**src/design/att_pkg.sv**
```systemverilog
// Package for the acknowledgement timeout tracker: widths, codes and the
// command and status words between the controller and the datapath.
// No dependencies.
`timescale 1ns / 1ps

package att_pkg;

   // Tracker sizing
   localparam int ENTRY_COUNT = 16;
   localparam int IDX_W       = $clog2(ENTRY_COUNT);
   localparam int FILL_W      = $clog2(ENTRY_COUNT + 1);
   localparam int SUM_W       = FILL_W + 1;

   // Field widths
   localparam int MODE_W = 2;
   localparam int ID_W   = 4;
   localparam int TIME_W = 32;
   localparam int TMO_W  = 16;
   localparam int CNT_W  = 32;

   // Results per poll
   localparam int MAX_RESULTS = 16;
   localparam int RES_CNT_W   = $clog2(MAX_RESULTS + 1);

   localparam logic [TMO_W-1:0] TIMEOUT_RESET = 16'd100;

   // Request modes
   localparam logic [MODE_W-1:0] MODE_SEND = 2'd0;
   localparam logic [MODE_W-1:0] MODE_ACK  = 2'd1;
   localparam logic [MODE_W-1:0] MODE_POLL = 2'd2;

   // Event codes
   localparam logic EVENT_OK      = 1'b0;
   localparam logic EVENT_TIMEOUT = 1'b1;

   // Controller to datapath
   typedef struct packed {
      logic capture;
      logic send;
      logic ack;
      logic poll_init;
      logic fifo_rd;
      logic time_rd;
      logic pop_free;
      logic pop_timeout;
      logic flush;
   } cmd_type;

   // Datapath to controller
   typedef struct packed {
      logic [MODE_W-1:0] mode;
      logic              fifo_empty;
      logic              head_live;
      logic              head_young;
      logic              cap_hit;
   } status_type;

endpackage

```
**src/design/att_datapath.sv**
```systemverilog
// Datapath of the acknowledgement timeout tracker: entry stamps, wait FIFO,
// totals, pending result word and result registers.
// Depends on att_pkg.
`timescale 1ns / 1ps

module att_datapath (
   input  logic                          clock,
   input  logic                          reset,
   input  att_pkg::cmd_type              cmd,
   output att_pkg::status_type           status,
   input  logic [att_pkg::MODE_W-1:0]    req_mode,
   input  logic [att_pkg::ID_W-1:0]      req_entry_id,
   input  logic [att_pkg::TIME_W-1:0]    req_now_ms,
   input  logic                          csr_wr_en,
   input  logic [att_pkg::TMO_W-1:0]     csr_wr_data,
   output logic                          rsp_valid,
   output logic                          rsp_event_res,
   output logic [att_pkg::ID_W-1:0]      rsp_event_id,
   output logic                          rsp_last,
   output logic [att_pkg::CNT_W-1:0]     rsp_timeout_count,
   output logic [att_pkg::CNT_W-1:0]     rsp_handled_count
);

   // Captured request word
   logic [att_pkg::MODE_W-1:0] mode_ff;
   logic [att_pkg::ID_W-1:0]   id_ff;
   logic [att_pkg::TIME_W-1:0] now_ff;

   logic [att_pkg::TMO_W-1:0]  timeout_ff;

   // Entry stamps with per-entry live bits
   logic [att_pkg::TIME_W-1:0]      time_mem [att_pkg::ENTRY_COUNT];
   logic [att_pkg::ENTRY_COUNT-1:0] valid_ff, valid_in;
   logic [att_pkg::TIME_W-1:0]      stamp_ff;

   // Wait FIFO
   logic [att_pkg::ID_W-1:0]   fifo_mem [att_pkg::ENTRY_COUNT];
   logic [att_pkg::IDX_W-1:0]  head_ff, head_in;
   logic [att_pkg::FILL_W-1:0] fill_ff, fill_in;
   logic [att_pkg::ID_W-1:0]   hid_ff;

   // Totals and poll bookkeeping
   logic [att_pkg::CNT_W-1:0]     tout_total_ff, tout_total_in;
   logic [att_pkg::CNT_W-1:0]     hand_total_ff, hand_total_in;
   logic [att_pkg::RES_CNT_W-1:0] res_n_ff, res_n_in;

   // Pending timeout word, held until the next one shows whether it is last
   logic                      pend_valid_ff, pend_valid_in;
   logic [att_pkg::ID_W-1:0]  pend_id_ff, pend_id_in;
   logic [att_pkg::CNT_W-1:0] pend_tcnt_ff, pend_tcnt_in;
   logic [att_pkg::CNT_W-1:0] pend_hcnt_ff, pend_hcnt_in;

   // Result registers
   logic                      rsp_valid_ff, rsp_valid_in;
   logic                      rsp_res_ff, rsp_res_in;
   logic [att_pkg::ID_W-1:0]  rsp_id_ff, rsp_id_in;
   logic                      rsp_last_ff, rsp_last_in;
   logic [att_pkg::CNT_W-1:0] rsp_tcnt_ff, rsp_tcnt_in;
   logic [att_pkg::CNT_W-1:0] rsp_hcnt_ff, rsp_hcnt_in;

   logic                       id_ok;
   logic [att_pkg::IDX_W-1:0]  idx;
   logic [att_pkg::IDX_W-1:0]  hidx;
   logic [att_pkg::TIME_W-1:0] stamp_new;
   logic [att_pkg::SUM_W-1:0]  tail_sum;
   logic [att_pkg::IDX_W-1:0]  tail;
   logic                       fifo_full;
   logic [att_pkg::IDX_W-1:0]  head_next;
   logic [att_pkg::TIME_W-1:0] age;
   logic                       head_live;
   logic                       head_young;
   logic                       cap_hit;

   // Capture the request word
   always_ff @(posedge clock) begin
      if (cmd.capture) begin
         mode_ff <= req_mode;
         id_ff   <= req_entry_id;
         now_ff  <= req_now_ms;
      end
   end

   // Timeout register
   always_ff @(posedge clock) begin
      if (reset) begin
         timeout_ff <= att_pkg::TIMEOUT_RESET;
      end else if (csr_wr_en) begin
         timeout_ff <= csr_wr_data;
      end
   end

   // Address and compare logic
   assign id_ok     = 32'(id_ff) < 32'(att_pkg::ENTRY_COUNT);
   assign idx       = att_pkg::IDX_W'(id_ff);
   assign hidx      = att_pkg::IDX_W'(hid_ff);
   assign stamp_new = (now_ff == '0) ? att_pkg::TIME_W'(1) : now_ff;
   assign tail_sum  = att_pkg::SUM_W'(head_ff) + att_pkg::SUM_W'(fill_ff);
   assign tail      = (tail_sum >= att_pkg::SUM_W'(att_pkg::ENTRY_COUNT))
                      ? att_pkg::IDX_W'(tail_sum - att_pkg::SUM_W'(att_pkg::ENTRY_COUNT))
                      : att_pkg::IDX_W'(tail_sum);
   assign fifo_full = fill_ff == att_pkg::FILL_W'(att_pkg::ENTRY_COUNT);
   assign head_next = (head_ff == att_pkg::IDX_W'(att_pkg::ENTRY_COUNT - 1))
                      ? '0 : head_ff + att_pkg::IDX_W'(1);
   assign age        = now_ff - stamp_ff;
   assign head_live  = valid_ff[hidx];
   assign head_young = age < att_pkg::TIME_W'(timeout_ff);
   assign cap_hit    = res_n_ff == att_pkg::RES_CNT_W'(att_pkg::MAX_RESULTS);

   always_comb begin
      status.mode       = mode_ff;
      status.fifo_empty = fill_ff == '0;
      status.head_live  = head_live;
      status.head_young = head_young;
      status.cap_hit    = cap_hit;
   end

   // Stamp memory: write on send, read the head's stamp
   always_ff @(posedge clock) begin
      if (cmd.send && id_ok) begin
         time_mem[idx] <= stamp_new;
      end
      if (cmd.time_rd) begin
         stamp_ff <= time_mem[hidx];
      end
   end

   // FIFO memory: push on send, read the head
   always_ff @(posedge clock) begin
      if (cmd.send && id_ok && !fifo_full) begin
         fifo_mem[tail] <= id_ff;
      end
      if (cmd.fifo_rd) begin
         hid_ff <= fifo_mem[head_ff];
      end
   end

   // Next-state logic for bookkeeping and results
   always_comb begin
      valid_in      = valid_ff;
      head_in       = head_ff;
      fill_in       = fill_ff;
      tout_total_in = tout_total_ff;
      hand_total_in = hand_total_ff;
      res_n_in      = res_n_ff;
      pend_valid_in = pend_valid_ff;
      pend_id_in    = pend_id_ff;
      pend_tcnt_in  = pend_tcnt_ff;
      pend_hcnt_in  = pend_hcnt_ff;
      rsp_valid_in  = 1'b0;
      rsp_res_in    = rsp_res_ff;
      rsp_id_in     = rsp_id_ff;
      rsp_last_in   = rsp_last_ff;
      rsp_tcnt_in   = rsp_tcnt_ff;
      rsp_hcnt_in   = rsp_hcnt_ff;

      // Send: mark live, queue if room
      if (cmd.send && id_ok) begin
         valid_in[idx] = 1'b1;
         if (!fifo_full) begin
            fill_in = fill_ff + att_pkg::FILL_W'(1);
         end
      end

      // Ack of a live entry: free it and report
      if (cmd.ack && id_ok && valid_ff[idx]) begin
         valid_in[idx] = 1'b0;
         rsp_valid_in  = 1'b1;
         rsp_res_in    = att_pkg::EVENT_OK;
         rsp_id_in     = id_ff;
         rsp_last_in   = 1'b1;
         rsp_tcnt_in   = tout_total_ff;
         rsp_hcnt_in   = hand_total_ff;
      end

      if (cmd.poll_init) begin
         res_n_in      = '0;
         pend_valid_in = 1'b0;
      end

      // Drop a free head
      if (cmd.pop_free) begin
         hand_total_in = hand_total_ff + att_pkg::CNT_W'(1);
         head_in       = head_next;
         fill_in       = fill_ff - att_pkg::FILL_W'(1);
      end

      // Retire a timed-out head: release the previous word, hold this one
      if (cmd.pop_timeout) begin
         tout_total_in = tout_total_ff + att_pkg::CNT_W'(1);
         hand_total_in = hand_total_ff + att_pkg::CNT_W'(1);
         head_in       = head_next;
         fill_in       = fill_ff - att_pkg::FILL_W'(1);
         res_n_in      = res_n_ff + att_pkg::RES_CNT_W'(1);
         if (pend_valid_ff) begin
            rsp_valid_in = 1'b1;
            rsp_res_in   = att_pkg::EVENT_TIMEOUT;
            rsp_id_in    = pend_id_ff;
            rsp_last_in  = 1'b0;
            rsp_tcnt_in  = pend_tcnt_ff;
            rsp_hcnt_in  = pend_hcnt_ff;
         end
         pend_valid_in = 1'b1;
         pend_id_in    = hid_ff;
         pend_tcnt_in  = tout_total_in;
         pend_hcnt_in  = hand_total_in;
      end

      // End of poll: release the held word as the last one
      if (cmd.flush && pend_valid_ff) begin
         rsp_valid_in  = 1'b1;
         rsp_res_in    = att_pkg::EVENT_TIMEOUT;
         rsp_id_in     = pend_id_ff;
         rsp_last_in   = 1'b1;
         rsp_tcnt_in   = pend_tcnt_ff;
         rsp_hcnt_in   = pend_hcnt_ff;
         pend_valid_in = 1'b0;
      end
   end

   // Control registers
   always_ff @(posedge clock) begin
      if (reset) begin
         valid_ff      <= '0;
         head_ff       <= '0;
         fill_ff       <= '0;
         tout_total_ff <= '0;
         hand_total_ff <= '0;
         res_n_ff      <= '0;
         pend_valid_ff <= 1'b0;
         rsp_valid_ff  <= 1'b0;
      end else begin
         valid_ff      <= valid_in;
         head_ff       <= head_in;
         fill_ff       <= fill_in;
         tout_total_ff <= tout_total_in;
         hand_total_ff <= hand_total_in;
         res_n_ff      <= res_n_in;
         pend_valid_ff <= pend_valid_in;
         rsp_valid_ff  <= rsp_valid_in;
      end
   end

   // Payload registers
   always_ff @(posedge clock) begin
      pend_id_ff   <= pend_id_in;
      pend_tcnt_ff <= pend_tcnt_in;
      pend_hcnt_ff <= pend_hcnt_in;
      rsp_res_ff   <= rsp_res_in;
      rsp_id_ff    <= rsp_id_in;
      rsp_last_ff  <= rsp_last_in;
      rsp_tcnt_ff  <= rsp_tcnt_in;
      rsp_hcnt_ff  <= rsp_hcnt_in;
   end

   assign rsp_valid         = rsp_valid_ff;
   assign rsp_event_res     = rsp_res_ff;
   assign rsp_event_id      = rsp_id_ff;
   assign rsp_last          = rsp_last_ff;
   assign rsp_timeout_count = rsp_tcnt_ff;
   assign rsp_handled_count = rsp_hcnt_ff;

   // Checks
   a_fill_bound: assert property (@(posedge clock) disable iff (reset)
      32'(fill_ff) <= att_pkg::ENTRY_COUNT)
      else $error("wait FIFO fill beyond its depth");

   a_pop_nonempty: assert property (@(posedge clock) disable iff (reset)
      (cmd.fifo_rd || cmd.pop_free || cmd.pop_timeout) |-> fill_ff != '0)
      else $error("FIFO read or pop while empty");

   a_timeout_cause: assert property (@(posedge clock) disable iff (reset)
      cmd.pop_timeout |-> (head_live && !head_young && !cap_hit))
      else $error("timeout retired without cause");

   a_ok_is_last: assert property (@(posedge clock) disable iff (reset)
      (rsp_valid_ff && rsp_res_ff == att_pkg::EVENT_OK) |-> rsp_last_ff)
      else $error("ok word not marked last");

   a_more_follows: assert property (@(posedge clock) disable iff (reset)
      (rsp_valid_ff && !rsp_last_ff) |-> pend_valid_ff)
      else $error("non-last word with nothing held behind it");

endmodule

```
**src/design/att_ctrl.sv**
```systemverilog
// Controller of the acknowledgement timeout tracker: sequences request
// decode and the poll walk over the wait FIFO.
// Depends on att_pkg.
`timescale 1ns / 1ps

module att_ctrl (
   input  logic                clock,
   input  logic                reset,
   input  logic                start,
   output logic                busy,
   output att_pkg::cmd_type    cmd,
   input  att_pkg::status_type status
);

   localparam logic [2:0] ST_IDLE   = 3'd0;
   localparam logic [2:0] ST_DECODE = 3'd1;
   localparam logic [2:0] ST_CHECK  = 3'd2;
   localparam logic [2:0] ST_HEAD   = 3'd3;
   localparam logic [2:0] ST_EVAL   = 3'd4;
   localparam logic [2:0] ST_FINISH = 3'd5;

   logic [2:0] state_ff, state_in;

   assign busy = state_ff != ST_IDLE;

   // Next state and commands
   always_comb begin
      state_in = state_ff;
      cmd      = '0;
      unique case (state_ff)
         ST_IDLE: begin
            if (start) begin
               cmd.capture = 1'b1;
               state_in    = ST_DECODE;
            end
         end
         ST_DECODE: begin
            unique case (status.mode)
               att_pkg::MODE_SEND: begin
                  cmd.send = 1'b1;
                  state_in = ST_IDLE;
               end
               att_pkg::MODE_ACK: begin
                  cmd.ack  = 1'b1;
                  state_in = ST_IDLE;
               end
               att_pkg::MODE_POLL: begin
                  cmd.poll_init = 1'b1;
                  state_in      = ST_CHECK;
               end
               default: begin
                  state_in = ST_IDLE;
               end
            endcase
         end
         ST_CHECK: begin
            if (status.fifo_empty) begin
               state_in = ST_FINISH;
            end else begin
               cmd.fifo_rd = 1'b1;
               state_in    = ST_HEAD;
            end
         end
         ST_HEAD: begin
            cmd.time_rd = 1'b1;
            state_in    = ST_EVAL;
         end
         ST_EVAL: begin
            if (!status.head_live) begin
               cmd.pop_free = 1'b1;
               state_in     = ST_CHECK;
            end else if (status.head_young || status.cap_hit) begin
               state_in = ST_FINISH;
            end else begin
               cmd.pop_timeout = 1'b1;
               state_in        = ST_CHECK;
            end
         end
         ST_FINISH: begin
            cmd.flush = 1'b1;
            state_in  = ST_IDLE;
         end
         default: begin
            state_in = ST_IDLE;
         end
      endcase
   end

   // State register
   always_ff @(posedge clock) begin
      if (reset) begin
         state_ff <= ST_IDLE;
      end else begin
         state_ff <= state_in;
      end
   end

endmodule

```
**src/design/ack_timeout_tracker.sv**
```systemverilog
// Top level of the acknowledgement timeout tracker.
// Joins att_ctrl and att_datapath; depends on att_pkg.
//
// Use: raise start with req_mode, req_entry_id and req_now_ms; the word is
// taken at a clock edge where start is high and busy is low. Mode send stamps
// the entry and queues its id if the FIFO has room, mode ack frees a live
// entry and reports ok, mode poll retires FIFO heads: free heads are
// dropped, old ones reported as timeouts, stopping at a young live head or
// after sixteen timeouts. Results appear on the rsp_ ports for one cycle
// each, marked by rsp_valid; rsp_last flags the final word of a request.
// There is no back-pressure. A send or ack holds busy through the decode
// state only; an ack result is registered in the decode state. A poll
// steps through check, head and eval for each head it examines (a FIFO
// read, a stamp read and a compare) and ends in finish, whether the walk
// empties the FIFO or a young head or the cap stops it.
// Each timeout word waits for the next timeout, the last one for finish.
// csr_wr_en writes timeout_ms (reset 100) from csr_wr_data; write only
// while busy is low. Reset frees all entries, empties the FIFO and clears
// both totals; no clearing pass is needed.
`timescale 1ns / 1ps

module ack_timeout_tracker (
   input  logic                          clock,
   input  logic                          reset,
   input  logic                          start,
   output logic                          busy,
   input  logic [att_pkg::MODE_W-1:0]    req_mode,
   input  logic [att_pkg::ID_W-1:0]      req_entry_id,
   input  logic [att_pkg::TIME_W-1:0]    req_now_ms,
   input  logic                          csr_wr_en,
   input  logic [att_pkg::TMO_W-1:0]     csr_wr_data,
   output logic                          rsp_valid,
   output logic                          rsp_event_res,
   output logic [att_pkg::ID_W-1:0]      rsp_event_id,
   output logic                          rsp_last,
   output logic [att_pkg::CNT_W-1:0]     rsp_timeout_count,
   output logic [att_pkg::CNT_W-1:0]     rsp_handled_count
);

   att_pkg::cmd_type    cmd;
   att_pkg::status_type status;

   // Sequencer
   att_ctrl u_ctrl (
      .clock  (clock),
      .reset  (reset),
      .start  (start),
      .busy   (busy),
      .cmd    (cmd),
      .status (status)
   );

   // Storage and arithmetic
   att_datapath u_datapath (
      .clock             (clock),
      .reset             (reset),
      .cmd               (cmd),
      .status            (status),
      .req_mode          (req_mode),
      .req_entry_id      (req_entry_id),
      .req_now_ms        (req_now_ms),
      .csr_wr_en         (csr_wr_en),
      .csr_wr_data       (csr_wr_data),
      .rsp_valid         (rsp_valid),
      .rsp_event_res     (rsp_event_res),
      .rsp_event_id      (rsp_event_id),
      .rsp_last          (rsp_last),
      .rsp_timeout_count (rsp_timeout_count),
      .rsp_handled_count (rsp_handled_count)
   );

endmodule
```
**config.mk**
```make
export PLATFORM = sky130hd
export DESIGN_NAME = ack_timeout_tracker
export DESIGN_NICKNAME = d
export VERILOG_FILES = /design/src/design/att_pkg.sv /design/src/design/att_datapath.sv /design/src/design/att_ctrl.sv /design/src/design/ack_timeout_tracker.sv
export SDC_FILE = /design/constraint.sdc
export NUM_CORES = 1
export LEC_CHECK = 0
export BUFFER_PORTS_ARGS = -buffer_cell sky130_fd_sc_hd__clkbuf_2
export CORE_MARGIN = 10
export CORE_UTILIZATION = 40
export CTS_BUF_LIST = sky130_fd_sc_hd__clkbuf_16
export CTS_CLUSTER_DIAMETER = 150
export DETAILED_ROUTE_END_ITERATION = 10
export PLACE_DENSITY_LB_ADDON = 0.2
export SYNTH_ARGS = -nofsm -noshare
export SYNTH_HDL_FRONTEND = slang
export SYNTH_SLANG_ARGS = --single-unit
```
**constraint.sdc**
```tcl
create_clock -name clock -period 7.4 [get_ports clock]
set_clock_uncertainty 0.1 [all_clocks]
set_input_delay 2.22 -clock clock [delete_from_list [all_inputs] [get_ports clock]]
set_output_delay 2.22 -clock clock [all_outputs]
set_load 0.02 [all_outputs]
```
-- After elaboration in Yosys (flattened, before gate mapping)
Memories as Yosys holds them, arrays and structs flattened. A register that Yosys moved wholly into a read port is not among the register bits.
Cells that the tools add are included.
- bits in registers: 291
- bits in writable memories: 576
- logic and storage cells: 137
- memories: 2
- add/subtract/negate cells: 9
- $lt $le $gt $ge: 5
- eq/ne operators: 12
- multiplexer cells: 69
- bitwise logic cells: 3
- reduce and logical (&&, ||, !) cells: 16
- memory list (name ; words ; bits a word ; rd ports ; clocked after memory_dff ; wr ports ; RTL line ; text):
    u_datapath.time_mem ; 16 ; 32 ; 1 ; 1 ; 1 ; att_datapath.sv:32 ; logic [att_pkg::TIME_W-1:0] time_mem [att_pkg::ENTRY_COUNT];
    u_datapath.fifo_mem ; 16 ; 4 ; 1 ; 1 ; 1 ; att_datapath.sv:37 ; logic [att_pkg::ID_W-1:0] fifo_mem [att_pkg::ENTRY_COUNT];
- operator list (kind ; count):
    $mux 32 ; 11
    $add 32x1->32 const B ; 2
    $logic_not 32->1 ; 1
    $lt 32x16->1 ; 1
    $mux 16 ; 2
    $mux 4 ; 8
    $sub 32x32->32 ; 1
    $mux 1 ; 31
    $mux 5 ; 6
    $and 16x16->16 ; 1
    $not 16->16 ; 1
    $or 16x16->16 ; 1
    $mux 3 ; 5
    $pmux 3 s5 ; 1
    $add 5x1->5 const B ; 2
    $eq 5x5->1 const B ; 2
    $lt 4x5->1 const B ; 2
    $bmux 1 s4 ; 2
    $add 4x5->6 ; 1
    $eq 3x2->1 const B ; 2
    $eq 3x3->1 const B ; 2
    $ge 6x5->1 const B ; 1
    $reduce_bool 3->1 ; 2
    $logic_not 5->1 ; 1
    other kinds (20) ; 25

-- Depth between registers and ports, before layout
Gate-level depths: netlist of run 1.
- depth after elaboration: 8
- gate-level depth with buffers: 24

-- By module
A second synthesis of run 1 with hierarchy kept.
- cells, all modules: 2510
- area, all modules: 37502.2 sq um
- modules (own cells, without submodules) (module ; times used ; cells an instance ; area an instance (sq um)):
    att_datapath ; 1 ; 2476 ; 37225.7
    att_ctrl ; 1 ; 34 ; 276.5

-- Worst setup path before layout of run 1
No wires, ideal clock.
- path kind: flip-flop to flip-flop
- start point: register u_datapath.now_ff[3] (netlist bit)
- end point: register u_datapath.tout_total_ff[11] (netlist bit)
- library setup time: 0.117 ns
- data arrival time: 4.999 ns
- setup slack: 2.184 ns
- stages on the path, launching flop included: 24
- path through: edfxtp_1 ha_1 and2_1 a221oi_2 nand2_1 and2_1 o21ai_0 nand2b_1 nand3_1 nand2_1 xor2_1 ha_1 a21oi_1 nor2_1 a211oi_1 o21ai_0 or4_1 a2111oi_2 nand4_1 buf_2 nand2_1 inv_1 buf_2 a31o_2
- RTL lines (element ; RTL line ; text):
    from (decl) ; att_datapath.sv:27 ; logic [att_pkg::TIME_W-1:0] now_ff;
    from (signal assigned) ; att_datapath.sv:79 ; now_ff <= req_now_ms;
    to (signal assigned) ; att_datapath.sv:235 ; tout_total_ff <= tout_total_in;
    to (decl) ; att_datapath.sv:43 ; logic [att_pkg::CNT_W-1:0] tout_total_ff, tout_total_in;

-- Worst setup path in the final report of run 1
- start point: register u_datapath.now_ff[3] (netlist bit)
- end point: register u_datapath.tout_total_ff[3] (netlist bit)
- cells in the longest elaborated chain, start to end: 6
- RTL lines (element ; RTL line ; text):
    $sub 32x32->32 ; att_datapath.sv:104 ; assign age = now_ff - stamp_ff;
    $lt 32x16->1 ; att_datapath.sv:106 ; assign head_young = age < att_pkg::TIME_W'(timeout_ff);
    $logic_or 1x1->1 ; att_ctrl.sv:72 ; end else if (status.head_young || status.cap_hit) begin
    $mux 1 ; att_ctrl.sv:72 ;
    $mux 1 ; att_ctrl.sv:69 ; if (!status.head_live) begin
    $mux 2 ; att_ctrl.sv:30 ; unique case (state_ff)
Every way passes these cells.
A chain may end at the register's enable or synchronous reset.

==> results of run 1 <==
-- power by group --
part | internal, mW | switching, mW | total (mW) | leakage [nW]
Clock | 2.67 | 2.02 | 4.69 | 1.60
Combinational | 0.157 | 0.265 | 0.421 | 5.70
Sequential | 5.54 | 0.0844 | 5.62 | 7.92
-- worst reg2reg max path, cell delays in order (launching register included) --
cell	delay, ns
edfxtp_1	0.71
ha_1	0.39
and2_1	0.20
a221oi_2	0.34
nand2_1	0.12
and2_1	0.19
o21ai_0	0.14
nand2b_1	0.11
nand3_1	0.10
nand2_1	0.07
xor2_1	0.16
ha_1	0.31
a21oi_1	0.17
nor2_1	0.06
a211oi_1	0.27
o21ai_0	0.12
or4_1	0.49
a2111oi_2	0.43
nand4_1	0.22
buf_4	0.32
nand2_1	0.48
clkinv_2	0.11
buf_4	0.36
a31o_2	0.36
-- metrics by stage --
step                instance area (um^2)  worst slack, ns  power [mW]  utilization [%]  std cells
global placement                   40640            1.123       6.129            42.65       3776
finish                             43730           0.9263       10.74            45.89       3957
detailed placement                 40640            1.019       6.145            42.65       3776
CTS                                43730           0.9898       10.85            45.89       3957
floorplan                          38580            2.184       5.979                -       2497
global route                       43730           0.6042       11.11            45.89       3957
-- path summary, 6_finish.rpt --
path | end | slack, ns
max reg2reg | u_datapath.tout_total_ff[3] | 0.93
min | u_datapath.rsp_handled_count[23] | 0.35
min reg2reg | u_datapath.rsp_handled_count[23] | 0.35
max | u_datapath.tout_total_ff[3] | 0.93
-- registers in the layout, indices dropped and copies added (netlist names), 16 cells and up --
register / count
u_datapath.pend_hcnt_ff: 32
u_datapath.rsp_handled_count: 32
u_datapath.now_ff: 32
u_datapath.tout_total_ff: 32
u_datapath.pend_tcnt_ff: 32
u_datapath.fifo_mem: 64
u_datapath.hand_total_ff: 32
u_datapath.stamp_ff: 32
u_datapath.timeout_ff: 16
u_datapath.time_mem: 512
u_datapath.rsp_timeout_count: 32
u_datapath.valid_ff: 16
-- logic make-up (layout without fill, tap and decap cells) --
| group | after synthesis | in the layout | synth area share [%] |
|---|---|---|---|
| AOI/OAI and AO/OA | 307 | 307 | 5.237 |
| xor gates and xnor gates | 83 | 83 | 1.884 |
| adders and majority gates | 58 | 58 | 1.920 |
| buffers and inverters | 241 | 436 | 2.555 |
| DFF | 903 | 903 | 65.48 |
| muxes | 370 | 370 | 16.28 |
| and+or+nand+nor | 535 | 535 | 6.645 |
-- final cells by class --
| class | instances | area (um^2) | share of cell area, % |
|---|---|---|---|
| inverters | 82 | 309.0 | 0.7067 |
| well taps | 1265 | 1583 | 3.619 |
| clock inverters | 84 | 658.1 | 1.505 |
| flip-flops and latches | 903 | 25260 | 57.77 |
| clock buffers | 97 | 2427 | 5.551 |
| repair buffers | 173 | 1003 | 2.295 |
| multi-input cells | 1353 | 12480 | 28.55 |
-- cells in the final DEF, fill, tap and decap left out, types with 71 or more instances in the layout --
master	synthesis	layout
edfxtp_1	718	718
mux4_2	190	190
dfxtp_1	185	185
nand2_1	154	154
mux2_2	153	153
nor2_1	155	136
clkbuf_2	2	128
inv_1	81	98
clkbuf_16	0	97
o21ai_0	75	75
a21oi_1	71	71
-- per-layer routing --
metal	part of all wire [%]	wire, um
met1	44	41030
met2	48	45070
met3	5.2	4816
met4	2.2	2084
met5	0.015	14
==> impl_metrics.toml, run 1 <==
[routing]
num_vias = 21779
drt_iter0_drc = 1924
first_pass_iters = 8
drtAntennaViolNets = 0
detail_route.wl_per_cell_um = 23.51
drt_wl_total_um = 93010
viasPerCell = 5.504
remaining_drc_errors = 0

[floorplanning]
core_region_area_mm2 = 0.09529
die_w_um = 330.6
dieArea_mm2 = 0.1093
die_y_um = 330.6
ios = 130
start_util_pct = 40.49
row_count = 113

[critical_path]
crit_arrival_ns = 6.93
cp-startpoint = "u_datapath.now_ff[3]"
slowest_delay_ns = 0.71
reg2reg_depth = 23
cp_slowest_cell = "edfxtp_1"
crit_buf_inv = 3
worstSetupEndpointType = "flop"
crit_chain = "ha_1 > and2_1 > a221oi_2 > nand2_1 > and2_1 > o21ai_0 > nand2b_1 > nand3_1 > nand2_1 > xor2_1 > ha_1 > a21oi_1 > nor2_1 > a211oi_1 > o21ai_0 > or4_1 > a2111oi_2 > nand4_1 > buf_4 > nand2_1 > clkinv_2 > buf_4 > a31o_2"
critPathKind = "flop to flop"
cpLargestDelayFamily = "simple AND/OR/NAND/NOR gates"
startpoint_type = "flop"
worstReg2RegStart = "u_datapath.now_ff[3]"
cp.depth = 23
critPathMaxFanout = 52
worstPathRequired_ns = 7.86
cp_common_cell = "nand2_1"

[placement]
io_buffers = 129
gp_congestion = 0.8673
dp_hpwl_um = 55730

[clock_tree]
postCtsSetupBuffers = 0
worstSkewPairLatency_ns = 0.68
cts_tree = "yes"
cts.repair.resized = 0
clockBufferDepth = 3
clk_transition_reported_paths_ns = 0.06
clock_tree.root_cell = "clkbuf_16"
cts_buffers = 96
hold_buffers = 0
cts.sinks = 903
htreeDepth = 3

[job]
drv_cap = 0

[power_and_ir_drop]
p_leak_nw = 15.22
ir_worst_vdd_v = 0.0001817
power_density_mw_per_mm2 = 245.5

[sta]
hold_viol_final = 0
fin_tns_setup_ns = 0
fmax_ghz = 0.1545
period_share_pct = 87.48
maxSlewViolCount = 0
min_period_ns = 6.474
relSlewSlack_pct = 28.29
tightest_slew_ns = 1.067
rsz0062_at_grt = "false"
setup_viol = 0
fin_hold_ws_ns = 0.3467

[yosys]
yosys-top-cells-area = "edfxtp_1 (56%), mux4_2 (11%), dfxtp_1 (9.6%), mux2_2 (4.5%), ha_1 (1.8%)"
synth_top_cell_by_area = "edfxtp_1"
yosysSeqAreaShare_pct = 65.48
synth_edf_count = 718
netlist_area_mm2 = 0.03858
ys_ff_latch = 903
yosysMostFrequentCell = "edfxtp_1"
ys_types = 73
yosysTopAreaCellShare_pct = 55.88
syn_area_per_cell_um2 = 15.45
yosys-top-cells-count = "edfxtp_1 (718), mux4_2 (190), dfxtp_1 (185)"
synth_nets = 2613
synthCells = 2497
ys_warn_count = 0
synth-main-ff-cell = "edfxtp_1"
async_flop_share_pct = 0

[grt]
track_usage_pct = 16.91
antenna_found_initial = 3
grt_pass1_wl_um = 140900
grtUsageMet3_pct = 2.594
grtUsageMet2_pct = 28.04
grt-busiest-layer = "met2"
grt_pass1_vias = 22397
grt.overflow.total = 0
grt_use_met1_pct = 22.97
grt_max_degree = 90

[worst_hold_path]
min_from = "u_datapath.pend_hcnt_ff[23]"
holdPathStages = 1
hold_path.class = "flop to flop"

[cells_and_area]
area_growth_pct = 13.34
num_antenna_cells = 0
fillers = 8306
final_nets = 2725
drive_gt1_share_pct = 26.75

[status]
status = "finished clean"
(Power assumes the default switching activity.)
==> run 2, diff against run 1 <==
Settings changed: REMOVE_ABC_BUFFERS set to 1.
Clock period 7.4 ns to 8.4 ns, I/O delays scaled along.
==> run 2 against run 1 <==
  * Routed wire length is 1.6% higher
  * Largest power group unchanged
  * Critical endpoint is now u_datapath.rsp_handled_count[19]
  * Non-clock buffer count is 2 higher
  * Largest cell class unchanged
  * First-iteration DRC count is 0.21% lower
  * Global-route usage is 0.39 points higher
  * Die area stayed put
  * Cell count hardly changed
==> impl_metrics.toml, run 2 (synthesis gave the netlist of run 1 again) <==
[cells_and_area]
largest_reg_flops = 512
final_cell_mix = "edfxtp_1 (718), mux4_2 (190), dfxtp_1 (185), nand2_1 (154), mux2_2 (153)"
final_nets = 2727
area_growth_pct = 12.98
drive_gt1_share_pct = 26.48
num_antenna_cells = 0
regMostFlops = "u_datapath.time_mem"
utilization_pct = 45.75
final_common_cell = "edfxtp_1"
largest_registers = "u_datapath.time_mem x512, u_datapath.fifo_mem x64"

[routing]
num_vias = 21852
viasPerCell = 5.521
drtAntennaViolNets = 0
detail_route.wl_per_cell_um = 23.87
remaining_drc_errors = 0
first_pass_iters = 5
drt_iter0_drc = 1920
drt_wl_total_um = 94470

[power_and_ir_drop]
internal_power_mw = 7.268
power.share.clock_pct = 42.8
sw_frac_of_total_pct = 21.85
switchingPower_mw = 2.032
power_density_mw_per_mm2 = 213.3
p_leak_nw = 15.18
ir_worst_vdd_v = 0.0001482
p_comb_share_pct = 4.0
p_seq_share_pct = 53.3
power.total_mw = 9.300

[clock_tree]
clk_transition_reported_paths_ns = 0.06
cts_tree = "yes"
clock_tree.root_cell = "clkbuf_16"
cts_buffers = 96
worstSkewPairLatency_ns = 0.66
clockBufferDepth = 3
htreeDepth = 3
hold_buffers = 0
cts.sinks = 903
cts.repair.resized = 0
postCtsSetupBuffers = 0

[sta]
tightest_slew_ns = 1.289
fin_hold_ws_ns = 0.3437
fmax_ghz = 0.1555
fin_ws_ns = 1.968
rsz0062_at_grt = "false"
relSlewSlack_pct = 13.57
period_share_pct = 76.57
setup_viol = 0
fin_tns_setup_ns = 0
min_period_ns = 6.432
hold_viol_final = 0
maxSlewViolCount = 0

[job]
drv_cap = 0

[floorplanning]
die_y_um = 330.6
start_util_pct = 40.49
row_count = 113
dieArea_mm2 = 0.1093
core_region_area_mm2 = 0.09529
ios = 130
die_w_um = 330.6

[critical_path]
crit_buf_inv = 2
reg2reg_depth = 22
slowest_delay_ns = 0.70
cpLargestDelayFamily = "compound AO/OA/AOI/OAI gates"
worstReg2RegEnd = "u_datapath.rsp_handled_count[19]"
worstPathRequired_ns = 8.84
cp_slowest_cell = "edfxtp_1"
endpoint = "u_datapath.rsp_handled_count[19]"
cp.depth = 22
worstReg2RegStart = "u_datapath.now_ff[3]"
worstSetupEndpointType = "flop"
startpoint_type = "flop"
crit_chain = "ha_1 > and2_1 > a221oi_2 > nand2_1 > and2_1 > o21ai_0 > nand2b_1 > nand3_1 > nand2_1 > xor2_1 > ha_1 > a21oi_1 > nor2_1 > a211oi_1 > o21ai_0 > or4_1 > a2111oi_2 > nand4_1 > buf_4 > a31oi_4 > buf_4 > mux2_2"
r2r_slack_ns = 1.97
critPathMaxFanout = 44
cp-startpoint = "u_datapath.now_ff[3]"
critPathKind = "flop to flop"
crit_arrival_ns = 6.87

[grt]
track_usage_pct = 17.30
grt_pass1_vias = 22412
grt_max_degree = 86
grt.overflow.total = 0
grt_pass1_wl_um = 143200
antenna_found_initial = 4

[placement]
io_buffers = 129
preCtsSetupSlack_ns = 2.009
dp_hpwl_um = 56450
gp_congestion = 0.8783

[worst_hold_path]
holdPathStages = 2
hold_path.class = "flop to flop"

[status]
status = "finished clean"
run 2: area by class of cell:
class	count	area, um^2
Clock inverter	81	481.7
Timing Repair Buffer	175	993.5
Fill cell	8334	51700
Clock buffer	99	2477
Tap cell	1265	1583
Sequential cell	903	25260
Multi-Input combinational cell	1353	12480
Inverter	82	309.0
run 2: per-stage QoR:
stage / cells / cell area, um^2
final: 3958 / 43590
after global routing: 3958 / 43590
after CTS: 3958 / 43590
after detailed placement: 3778 / 40630
after global placement: 3778 / 40630
after floorplan: 2338 / 37910
run 2: worst min-delay path by stage:
stage | start | end | slack, ns
3_5_place_dp | u_datapath.pend_hcnt_ff[23] | u_datapath.rsp_handled_count[23] | 0.34
3_3_place_gp | u_datapath.pend_hcnt_ff[28] | u_datapath.rsp_handled_count[28] | 0.33
5_1_grt | u_datapath.rsp_event_res | u_datapath.rsp_event_res | 0.38
4_1_cts | u_datapath.rsp_event_res | u_datapath.rsp_event_res | 0.35
6_report | u_datapath.rsp_event_res | u_datapath.rsp_event_res | 0.34
2_1_floorplan | u_datapath.pend_hcnt_ff[23] | u_datapath.rsp_handled_count[23] | 0.33
run 2: layer usage:
layer / global-route usage (%) / routed length [um]
met5: 0 / 13
met4: 4.379 / 1895
met3: 3.405 / 5996
met2: 27.96 / 44900
met1: 23.83 / 41670
run 2: worst register-to-register path, stage by stage, from the launching register on:
cell       delay, ns
edfxtp_1        0.70
ha_1            0.39
and2_1          0.21
a221oi_2        0.34
nand2_1         0.11
and2_1          0.18
o21ai_0         0.15
nand2b_1        0.11
nand3_1         0.09
nand2_1         0.06
xor2_1          0.16
ha_1            0.30
a21oi_1         0.14
nor2_1          0.06
a211oi_1        0.21
o21ai_0         0.12
or4_1           0.53
a2111oi_2       0.63
nand4_1         0.17
buf_4           0.32
a31oi_4         0.22
buf_4           0.57
mux2_2          0.44
run 2: power by group through the flow:
stage	Clock (mW)	Combinational (mW)	Sequential [mW]
2_1_floorplan	0	0.226	5.03
3_3_place_gp	0	0.363	5.04
3_5_place_dp	0	0.369	5.05
4_1_cts	4.08	0.370	4.95
5_1_grt	4.27	0.409	4.96
6_report	3.98	0.370	4.95
